$ cat src/rtl/tam_pkg.sv
// tam_pkg: shared types and constants for the timestamp anchor mapper
// used by tam_div and timestamp_anchor_mapper; no dependencies
package tam_pkg;

  localparam int TS_W  = 64;
  localparam int DIV_W = 32;
  localparam int CFG_W = 32;

  // item modes
  localparam logic [1:0] MODE_OBSERVE = 2'd0;
  localparam logic [1:0] MODE_CONVERT = 2'd1;
  localparam logic [1:0] MODE_CLEAR   = 2'd2;

  // configuration register indexes
  localparam logic [1:0] REG_UNITS_PER_MS   = 2'd0;
  localparam logic [1:0] REG_FORWARD_JUMP   = 2'd1;
  localparam logic [1:0] REG_BACKWARD_TOL   = 2'd2;

  // configuration reset values
  localparam logic [CFG_W-1:0]        UNITS_PER_MS_RST  = 32'd90;
  localparam logic signed [CFG_W-1:0] FORWARD_JUMP_RST  = 32'sd1000;
  localparam logic signed [CFG_W-1:0] BACKWARD_TOL_RST  = -32'sd200;

  // no anchor / unavailable marker
  localparam logic [TS_W-1:0] TS_NONE = '1;

  typedef struct packed {
    logic [1:0]             mode;
    logic signed [TS_W-1:0] sender_units;
    logic signed [TS_W-1:0] session_now_ms;
    logic                   discontinuity;
    logic                   is_authority;
  } in_item_t;

  typedef struct packed {
    logic signed [TS_W-1:0] session_ms;
    logic                   locked;
    logic                   reanchored;
  } out_item_t;

  typedef struct packed {
    logic              start;
    logic [TS_W-1:0]   dividend;
    logic [DIV_W-1:0]  divisor;
  } div_req_t;

  typedef struct packed {
    logic              done;
    logic [TS_W-1:0]   quotient;
  } div_rsp_t;

endpackage

$ cat src/rtl/tam_div.sv
// tam_div: iterative signed 64-bit by unsigned 32-bit divider, one quotient bit per cycle
// truncates toward zero; depends on tam_pkg
module tam_div
  import tam_pkg::*;
(
  input  logic     clk,
  input  logic     rst,
  input  div_req_t req,
  output div_rsp_t rsp
);

  localparam int CNT_W = $clog2(TS_W);

  logic [TS_W-1:0]  quo;
  logic [DIV_W-1:0] rem;
  logic [DIV_W-1:0] dvs;
  logic [CNT_W-1:0] cnt;
  logic             neg;
  logic             run;
  logic             fix;
  logic             done;

  logic [DIV_W:0]   shifted;
  logic [DIV_W:0]   diff;
  logic             ge;

  assign shifted = {rem, quo[TS_W-1]};
  assign ge      = shifted >= {1'b0, dvs};
  assign diff    = shifted - {1'b0, dvs};

  always_ff @(posedge clk) begin
    if (rst) begin
      run  <= 1'b0;
      fix  <= 1'b0;
      done <= 1'b0;
      cnt  <= '0;
    end else begin
      done <= 1'b0;
      if (req.start) begin
        // divide on the magnitude, sign restored at the end
        neg <= req.dividend[TS_W-1];
        quo <= req.dividend[TS_W-1] ? (~req.dividend + 1'b1) : req.dividend;
        rem <= '0;
        dvs <= (req.divisor == '0) ? DIV_W'(1) : req.divisor;
        cnt <= '0;
        run <= 1'b1;
      end else if (run) begin
        rem <= ge ? diff[DIV_W-1:0] : shifted[DIV_W-1:0];
        quo <= {quo[TS_W-2:0], ge};
        cnt <= cnt + 1'b1;
        if (cnt == CNT_W'(TS_W - 1)) begin
          run <= 1'b0;
          fix <= 1'b1;
        end
      end else if (fix) begin
        quo  <= neg ? (~quo + 1'b1) : quo;
        fix  <= 1'b0;
        done <= 1'b1;
      end
    end
  end

  assign rsp.done     = done;
  assign rsp.quotient = quo;

  a_start_idle: assert property (@(posedge clk) disable iff (rst)
    req.start |-> (!run && !fix))
    else $error("divider started while busy");

  a_done_after_fix: assert property (@(posedge clk) disable iff (rst)
    done |-> $past(fix))
    else $error("divider done without final sign step");

  a_run_fix_excl: assert property (@(posedge clk) disable iff (rst)
    !(run && fix))
    else $error("divider run and fix both active");

endmodule

$ cat src/rtl/timestamp_anchor_mapper.sv
// timestamp_anchor_mapper: anchors sender timestamps onto the session ms timeline
// depends on tam_pkg and tam_div
//
// Usage: input items (mode, sender_units, session_now_ms, discontinuity,
// is_authority) arrive on item/item_valid/item_ready; each yields exactly one
// result (session_ms, locked, reanchored) on result/result_valid/result_ready.
// Registers are written through cfg_we/cfg_index/cfg_data; the user must write them
// only while the block is idle; the block itself does not enforce this. Index 0
// units_per_ms, 1 forward_jump_ms, 2 backward_tolerance_ms. An item that needs a
// divide (authority delta check in observe mode, or a locked conversion) passes
// through the prepare, divide and write-back states, the shared divider producing
// one quotient bit per cycle (64 steps plus operand load and sign steps). Other
// items go from accept straight to write-back. One item is in work at a time;
// item_ready is high only while idle, so the next item is not accepted until the
// previous one has left write-back. The result register lets the next item be
// accepted while a result waits; a stalled receiver holds the result and the
// following item waits in write-back until the result register frees.
// Reset clears the anchor (unlocked), the authority history and restores the
// register defaults 90, 1000 and -200.
module timestamp_anchor_mapper
  import tam_pkg::*;
(
  input  logic             clk,
  input  logic             rst,
  input  logic             item_valid,
  output logic             item_ready,
  input  in_item_t         item,
  output logic             result_valid,
  input  logic             result_ready,
  output out_item_t        result,
  input  logic             cfg_we,
  input  logic [1:0]       cfg_index,
  input  logic [CFG_W-1:0] cfg_data
);

  typedef enum logic [3:0] {
    S_IDLE = 4'b0001,
    S_PREP = 4'b0010,
    S_DIV  = 4'b0100,
    S_WB   = 4'b1000
  } state_t;

  state_t state, state_next;

  logic [CFG_W-1:0]        units_per_ms;
  logic signed [CFG_W-1:0] forward_jump_ms;
  logic signed [CFG_W-1:0] backward_tolerance_ms;

  logic [TS_W-1:0] anchor_su;
  logic [TS_W-1:0] anchor_ms;
  logic [TS_W-1:0] last_auth;

  // captured item
  logic [1:0]      op_mode;
  logic [TS_W-1:0] op_su;
  logic [TS_W-1:0] op_now;
  logic            op_auth;
  logic            op_need;
  logic            op_div;
  logic [TS_W-1:0] diff;

  div_req_t div_req;
  div_rsp_t div_rsp;

  logic item_fire;
  logic wb_fire;
  logic obs_need;
  logic obs_div;
  logic cnv_div;

  logic [TS_W-1:0] anchor_su_next;
  logic [TS_W-1:0] anchor_ms_next;
  logic [TS_W-1:0] last_auth_next;
  out_item_t       result_next;
  logic            jump;

  assign item_ready = (state == S_IDLE);
  assign item_fire  = item_valid && item_ready;
  assign wb_fire    = (state == S_WB) && (!result_valid || result_ready);

  assign obs_need = anchor_su[TS_W-1] || (item.is_authority && item.discontinuity);
  assign obs_div  = (item.mode == MODE_OBSERVE) && !item.sender_units[TS_W-1] && !obs_need
                    && item.is_authority && !last_auth[TS_W-1];
  assign cnv_div  = (item.mode == MODE_CONVERT) && !anchor_su[TS_W-1]
                    && !item.sender_units[TS_W-1];

  assign div_req.start    = (state == S_PREP);
  assign div_req.dividend = diff;
  assign div_req.divisor  = units_per_ms;

  tam_div u_div (
    .clk (clk),
    .rst (rst),
    .req (div_req),
    .rsp (div_rsp)
  );

  // delta window test on the registered quotient
  assign jump = op_div && (
      ($signed(div_rsp.quotient) > $signed({{(TS_W-CFG_W){forward_jump_ms[CFG_W-1]}},
                                            forward_jump_ms}))
   || ($signed(div_rsp.quotient) < $signed({{(TS_W-CFG_W){backward_tolerance_ms[CFG_W-1]}},
                                            backward_tolerance_ms})));

  always_comb begin
    state_next = state;
    unique case (state)
      S_IDLE: if (item_fire) state_next = (obs_div || cnv_div) ? S_PREP : S_WB;
      S_PREP: state_next = S_DIV;
      S_DIV:  if (div_rsp.done) state_next = S_WB;
      S_WB:   if (wb_fire) state_next = S_IDLE;
      default: state_next = S_IDLE;
    endcase
  end

  always_comb begin
    anchor_su_next         = anchor_su;
    anchor_ms_next         = anchor_ms;
    last_auth_next         = last_auth;
    result_next.session_ms = TS_NONE;
    result_next.reanchored = 1'b0;
    unique case (op_mode)
      MODE_OBSERVE: begin
        if (!op_su[TS_W-1]) begin
          if (op_need || jump) begin
            anchor_su_next         = op_su;
            anchor_ms_next         = op_now;
            result_next.reanchored = 1'b1;
          end
          if (op_auth) last_auth_next = op_su;
        end
      end
      MODE_CONVERT: begin
        if (op_div) result_next.session_ms = anchor_ms + div_rsp.quotient;
      end
      MODE_CLEAR: begin
        anchor_su_next = TS_NONE;
        anchor_ms_next = TS_NONE;
        last_auth_next = TS_NONE;
      end
      default: ;
    endcase
    result_next.locked = !anchor_su_next[TS_W-1];
  end

  always_ff @(posedge clk) begin
    if (rst) begin
      state                 <= S_IDLE;
      result_valid          <= 1'b0;
      units_per_ms          <= UNITS_PER_MS_RST;
      forward_jump_ms       <= FORWARD_JUMP_RST;
      backward_tolerance_ms <= BACKWARD_TOL_RST;
      anchor_su             <= TS_NONE;
      anchor_ms             <= TS_NONE;
      last_auth             <= TS_NONE;
    end else begin
      state <= state_next;
      if (cfg_we) begin
        unique case (cfg_index)
          REG_UNITS_PER_MS: units_per_ms          <= cfg_data;
          REG_FORWARD_JUMP: forward_jump_ms       <= cfg_data;
          REG_BACKWARD_TOL: backward_tolerance_ms <= cfg_data;
          default: ;
        endcase
      end
      if (wb_fire) begin
        result_valid <= 1'b1;
        anchor_su    <= anchor_su_next;
        anchor_ms    <= anchor_ms_next;
        last_auth    <= last_auth_next;
      end else if (result_ready) begin
        result_valid <= 1'b0;
      end
    end
  end

  always_ff @(posedge clk) begin
    if (item_fire) begin
      op_mode <= item.mode;
      op_su   <= item.sender_units;
      op_now  <= item.session_now_ms;
      op_auth <= item.is_authority;
      op_need <= obs_need;
      op_div  <= obs_div || cnv_div;
      // delta against the last authority timestamp or the anchor
      diff    <= item.sender_units - ((item.mode == MODE_OBSERVE) ? last_auth : anchor_su);
    end
    if (wb_fire) result <= result_next;
  end

  a_done_in_div: assert property (@(posedge clk) disable iff (rst)
    div_rsp.done |-> (state == S_DIV))
    else $error("divider result outside divide state");

  a_clear_unlocks: assert property (@(posedge clk) disable iff (rst)
    (wb_fire && op_mode == MODE_CLEAR) |=> (anchor_su[TS_W-1] && !result.locked))
    else $error("clear item left an anchor");

  a_reanchor_locked: assert property (@(posedge clk) disable iff (rst)
    (result_valid && result.reanchored) |-> (result.locked && result.session_ms == TS_NONE))
    else $error("reanchored result not locked or carries a time");

  a_wb_state_kept: assert property (@(posedge clk) disable iff (rst)
    (wb_fire && op_mode != MODE_OBSERVE && op_mode != MODE_CLEAR)
      |=> ($stable(anchor_su) && $stable(last_auth)))
    else $error("anchor changed outside observe or clear");

endmodule

$ cat config.mk
export PLATFORM = sky130hd
export DESIGN_NAME = timestamp_anchor_mapper
export DESIGN_NICKNAME = d
export VERILOG_FILES = /design/src/rtl/tam_pkg.sv /design/src/rtl/tam_div.sv /design/src/rtl/timestamp_anchor_mapper.sv
export SDC_FILE = /design/constraint.sdc
export NUM_CORES = 2
export LEC_CHECK = 0
export ABC_AREA = 1
export BUFFER_PORTS_ARGS = -buffer_cell sky130_fd_sc_hd__buf_2
export CORE_UTILIZATION = 31
export CTS_BUF_LIST = sky130_fd_sc_hd__clkbuf_4 sky130_fd_sc_hd__clkbuf_8
export CTS_CLUSTER_DIAMETER = 50
export DETAILED_ROUTE_END_ITERATION = 8
export PLACE_DENSITY = 0.45
export RECOVER_POWER = 25
export SETUP_SLACK_MARGIN = 0.05
export SYNTH_ARGS = -nofsm -noshare
export SYNTH_HDL_FRONTEND = slang
export SYNTH_SLANG_ARGS = --single-unit
$ cat constraint.sdc
create_clock -name clk -period 17.9 [get_ports clk]
set_input_delay 0.895 -clock clk [delete_from_list [all_inputs] [get_ports clk]]
set_output_delay 0.895 -clock clk [all_outputs]
set_load 0.005 [all_outputs]
Word-level counts from Yosys, hierarchy flattened
Cells that the tools add are included.
{"block": "word_totals", "wordCells": 133, "reg_bits": 694, "in_bits": 171}
{"block": "classes", "addsub": 6, "bitwise_logic": 5, "n_eq_ne": 17, "magnitude_cmp": 3, "n_mux": 31, "reduce_logical": 44}
{"operator": "$mux W64", "count": 12}
{"operator": "$pmux W64 S2", "count": 3}
{"operator": "$add A64 B1 Y64 const B", "count": 2}
{"operator": "$not A64 Y64", "count": 2}
{"operator": "$add A64 B64 Y64", "count": 1}
{"operator": "$gt A64 B32 Y1", "count": 1}
{"operator": "$lt A64 B32 Y1", "count": 1}
{"operator": "$mux W32", "count": 2}
{"operator": "$sub A64 B64 Y64", "count": 1}
{"operator": "$ge A33 B32 Y1", "count": 1}
{"operator": "$logic_not A32 Y1", "count": 1}
{"operator": "$sub A32 B32 Y32", "count": 1}
{"operator": "$mux W4", "count": 4}
{"operator": "$pmux W4 S4", "count": 1}
{"operator": "$reduce_and A2 Y1", "count": 7}
{"operator": "$logic_and A1 B1 Y1", "count": 10}
{"operator": "$ne A2 B2 Y1 const B", "count": 5}
{"operator": "$mux W1", "count": 9}
{"operator": "$reduce_and A4 Y1", "count": 2}
{"operator": "$add A6 B1 Y6 const B", "count": 1}
{"operator": "$eq A2 B1 Y1 const B", "count": 3}
{"operator": "$eq A6 B6 Y1 const B", "count": 1}
{"operator": "$logic_not A1 Y1", "count": 6}
{"operator": "$logic_not A2 Y1", "count": 3}
{"operator": "13 further kinds", "count": 26}

Logic depth before layout (Yosys ltp)
{"block": "logic_depth", "word_depth": 10, "ltp_mapped": 25}

Modules after synthesis
Synthesis repeated with hierarchy kept, for this count alone.
{"block": "hier_totals", "cells_unflattened": 6042, "hier_area_um2": 44909.3}
{"mod": "timestamp_anchor_mapper", "instances": 1, "cells_per_inst": 3804, "area_per_inst_um2": 31541.5}
{"mod": "tam_div", "instances": 1, "cells_per_inst": 2238, "area_per_inst_um2": 13367.8}

Worst setup path after synthesis
No wires, ideal clock.
{"block": "synth_path", "path_kind": "input to register", "start": "input item_valid", "end": "register diff[0] (enable)", "slack_ns": 8.060, "path_stages": 2, "arrival_time_ns": 9.082, "path_buffers": 0, "setup_time_ns": 0.758, "required_ns": 17.142, "path_cell_list": "inv_1 > nor2_1"}
{"block": "synth_via", "elab_chain_cells": 1}
{"item": "start: declaration", "line": "timestamp_anchor_mapper.sv:25", "rtl": "input logic item_valid,"}
{"item": "$logic_and A1 B1 Y1", "line": "timestamp_anchor_mapper.sv:78", "rtl": "assign item_fire = item_valid && item_ready;"}
{"item": "net item_fire", "line": "timestamp_anchor_mapper.sv:65", "rtl": "logic item_fire;"}
{"item": "end signal: assignment", "line": "timestamp_anchor_mapper.sv:186", "rtl": "diff <= item.sender_units - ((item.mode == MODE_OBSERVE) ? last_auth : anchor_su);"}
{"item": "end: declaration", "line": "timestamp_anchor_mapper.sv:60", "rtl": "logic [TS_W-1:0] diff;"}
The timed path passes the listed nets, and every way through them passes these cells.
A chain may end at the register's enable or synchronous reset.

Worst setup path in the final report
{"block": "layout_path", "start": "input rst", "end": "register anchor_ms[15]"}
{"item": "start: declaration", "line": "timestamp_anchor_mapper.sv:24", "rtl": "input logic rst,"}
{"item": "end signal: assignment", "line": "timestamp_anchor_mapper.sv:169", "rtl": "anchor_ms <= anchor_ms_next;"}
{"item": "end: declaration", "line": "timestamp_anchor_mapper.sv:50", "rtl": "logic [TS_W-1:0] anchor_ms;"}
No word-level cell between the ends.

==> reports/qor.tcl <==
set qor(result_of_the_run) {finished, violations left}
set qor(violations_in_the_final_reports) {capacitance limit, slew limit}
set qor(post-place-cells) 7138
set qor(mostFrequentLayoutCell) {nand2_1}
set qor(placementRows) 135
set qor(ys_ff_latch) 694
set qor(floorplan.die.width_um) 373
set qor(hold-path-cell-count) 1
set qor(nFillCells) 14200
set qor(worst_path_max_delay_cell) {clkinvlp_2}
set qor(synth_compound_gate_area_share) 0.141
set qor(total_leakage_power_nw) 20.2
set qor(initial_utilization) 0.313
set qor(dieHeight_um) 373
set qor(die-area_um2) 139000
set qor(drtPass1Iterations) 7
set qor(pwr-share-clk) 0.446
set qor(drt-vias-per-instance) 5.08
set qor(synth-seq-area-share) 0.418
set qor(syn2layout_area_growth_pct) 14.1
set qor(postSynthCellCount) 5294
set qor(cts_hold_repair.buffers) 0
set qor(min_period_ps) 9240
set qor(postCtsSetupBuffers) 0
set qor(synth_xor_area_frac) 0.0245
set qor(worst_pin_slew_ps) 5220
set qor(postPlaceCellArea_um2) 45500
set qor(post-dp-hpwl_mm) 116
set qor(clock_tree_root) {clkbuf_8}
set qor(grt_pass1_wl_mm) 231
set qor(synthArstFlopShare) 0
set qor(initialDrtViolationCount) 2724
set qor(finish.utilization) 0.357
set qor(count_of_flip_flops_with_a_built_in_enable_after_synthesis) 392
set qor(dominant_combinational_cell_family_by_area_after_synthesis) {simple AND/OR/NAND/NOR gates}
set qor(whs_ps) 193
set qor(vdd.ir_drop.worst_mv) 0.0525
set qor(cp_data_arrival_time_ps) 10020
set qor(switching_share) 0.278
set qor(globalplace.congestion) 0.924
set qor(clock.fmax_mhz) 108
set qor(routed-via-count) 37600
set qor(setup_violations) 0
set qor(grt_start_max_net_pins) 146
set qor(stdcell_count) 7412
set qor(critPathKind) {input pin to flip-flop}
set qor(slew_headroom) -2.48
set qor(cts.clk_slew.worst_paths_ps) 60
set qor(hold_viol_final) 0
set qor(grt_pass1_vias) 36900
set qor(worst_setup_path_end_kind) {flip-flop}
set qor(htreeDepth) 4
set qor(timing.critical_path.fanout_max) 145
set qor(initial_antenna_violation_count) 5
set qor(fin_skew_ps) 45.2
set qor(postSynthAreaPerCell_um2) 8.05
set qor(post_cts_gate_resize_count) 0
set qor(layout.cells.most_common_list) {nand2_1, inv_1, nor2_1}
set qor(clock_path_buffers) 3
set qor(finish.instance_area_um2) 48600
set qor(grt.total_usage) 0.216
set qor(path_cells) {clkbuf_1 -> clkinvlp_2 -> clkbuf_1 -> buf_4 -> nand3_1}
set qor(postRouteAntennaNets) 0
set qor(cp.required_ps) 18680
set qor(detail_route.wirelength_mm) 153
set qor(min_path_type) {input pin to flip-flop}
set qor(net-switching-power_mw) 1.15
set qor(p_int_mw) 3.00
set qor(placeableCoreArea_um2) 136000
set qor(setup_ws_ps) 8660
set qor(drc) 0
set qor(ys_warn_count) 0
set qor(share_of_the_clock_period_used_by_the_worst_path) 0.516
set qor(insertion_delay_ps) 890
set qor(power.share.sequential) 0.442
set qor(worst_path_largest_cell_delay_ps) 4640
set qor(yosys.cell_types.count) 74
set qor(port_buffers) 238
set qor(io_pins) 239
set qor(rsz0062_at_grt) {no}
set qor(wire_per_inst_um) 20.6
set qor(cts_sinks) 694
set qor(synth_simple_gate_area_frac) 0.244
set qor(power_mw) 4.16
set qor(cp_dominant_cell_by_count) {clkbuf_1}
set qor(r2r_cells) 19
set qor(mappedNetlistNets) 5756
set qor(drive_gt1_frac) 0.125
set qor(pwr-share-comb) 0.113
set qor(report.final.slew_viol_count) 472
set qor(dp_slack_ps) 12250
set qor(tritoncts_clock_tree) {yes}
set qor(global_route_congestion_overflow_total) 0
set qor(synth_top_flop_cell) {edfxtp_1}
set qor(finalSetupTns_ps) 0
set qor(synth.mux.area_fraction) 0.0146
set qor(final_nets) 5967
set qor(synthAdderAreaFrac) 0.0860
set qor(worstSetupStartpointType) {input pin}
set qor(cell_area_after_technology_mapping_um2) 42600
set qor(numCtsBuffers) 146
set qor(power_density_nw_per_um2) 85.5
set qor(cap_viol_max_count) 9
-- kinds of logic after synthesis --
| kind of cell | after synthesis |
|---|---|
| buffers and inverters | 784 |
| adders and majority gates | 291 |
| DFF | 694 |
| xor gates and xnor gates | 119 |
| muxes | 62 |
| and+or+nand+nor | 2284 |
| AOI/OAI and AO/OA | 1060 |
-- per-layer routing --
| metal | global-route usage | vias to the layer above | routed length (um) |
|---|---|---|---|
| li1 | - | 18800 | - |
| met2 | 0.347 | 937 | 69400 |
| met4 | 0.0713 | 0 | 4470 |
| met1 | 0.297 | 17700 | 71600 |
| met5 | 0 | - | 0 |
| met3 | 0.0310 | 229 | 7530 |
-- flip-flops by register name, summed over array words and instances, names as in the netlist, 6 cells and up, named ones only --
name and cells:
anchor_su 63, diff 64, forward_jump_ms 32, u_div.quo 64, backward_tolerance_ms 32, u_div.cnt 6
op_now 64, units_per_ms 32, last_auth 64, anchor_ms 64, op_su 64, result 66
u_div.dvs 32, u_div.rem 32
-- final timing paths --
path                                           from                          to  slack [ps]
min reg2reg              anchor_su[45]$_SDFFE_PP1P_  anchor_su[45]$_SDFFE_PP1P_         450
min                                        item[26]        op_now[24]$_DFFE_PP_         190
max                                             rst  anchor_ms[15]$_SDFFE_PP1P_        8660
max reg2reg  backward_tolerance_ms[31]$_SDFFE_PP1P_  anchor_ms[34]$_SDFFE_PP1P_       12130
-- area by class of cell --
cell class              instances  area (um^2)  area share
well taps                    1781         2230      0.0459
flip-flops and latches        694        17800       0.367
clock buffers                 210         2620      0.0539
multi-input cells            3816        21800       0.449
clock inverters                58          581      0.0119
inverters                     566         2130      0.0438
diodes                          6         15.0    0.000309
repair buffers                281         1400      0.0287
-- Yosys cell counts (4+ instances only) --
cell type	instances	share of area
a21boi_1	5	0.00088
a21o_1	15	0.0026
buf_6	5	0.0013
o31ai_1	4	0.00070
inv_1	551	0.049
xnor2_1	44	0.0090
buf_2	36	0.0042
nor2_4	6	0.0016
ha_1	288	0.085
or2_2	158	0.023
a31oi_1	39	0.0057
o2111ai_1	4	0.00082
o21ai_0	316	0.037
o211ai_1	56	0.0099
nand3_2	4	0.00094
nand2_2	16	0.0023
o21bai_1	16	0.0028
clkbuf_1	152	0.013
nor2_2	8	0.0012
inv_2	14	0.0012
buf_1	17	0.0015
a21oi_1	430	0.051
nand3_1	367	0.043
buf_4	5	0.00088
a221oi_1	10	0.0021
edfxtp_1	392	0.28
a21boi_0	27	0.0048
nor2_1	499	0.044
xor2_1	75	0.015
nor3b_1	4	0.00070
o21ai_1	54	0.0063
nand4_1	174	0.026
dfxtp_1	302	0.14
nor3_2	5	0.0012
nand3b_1	11	0.0019
nor4_1	40	0.0059
o221ai_1	14	0.0029
a211oi_1	6	0.0011
o311ai_0	7	0.0014
mux2i_1	61	0.014
nand2_1	899	0.079
o21a_1	30	0.0053
nor3_1	79	0.0093
-- critical path, delay by kind of cell --
| family | cells | cell delay (ps) |
|---|---|---|
| buf+inv | 4 | 8720 |
| simple gates | 1 | 240 |
-- power groups by stage --
stage | Clock (mW) | Combinational (mW) | Sequential, mW
after floorplan | 0 | 0.310 | 1.86
after global placement | 0 | 0.469 | 1.87
after detailed placement | 0 | 0.470 | 1.87
after CTS | 1.90 | 0.473 | 1.83
after global routing | 1.98 | 0.524 | 1.84
final | 1.85 | 0.468 | 1.83
Note: power is estimated with default switching activity, not from simulation.
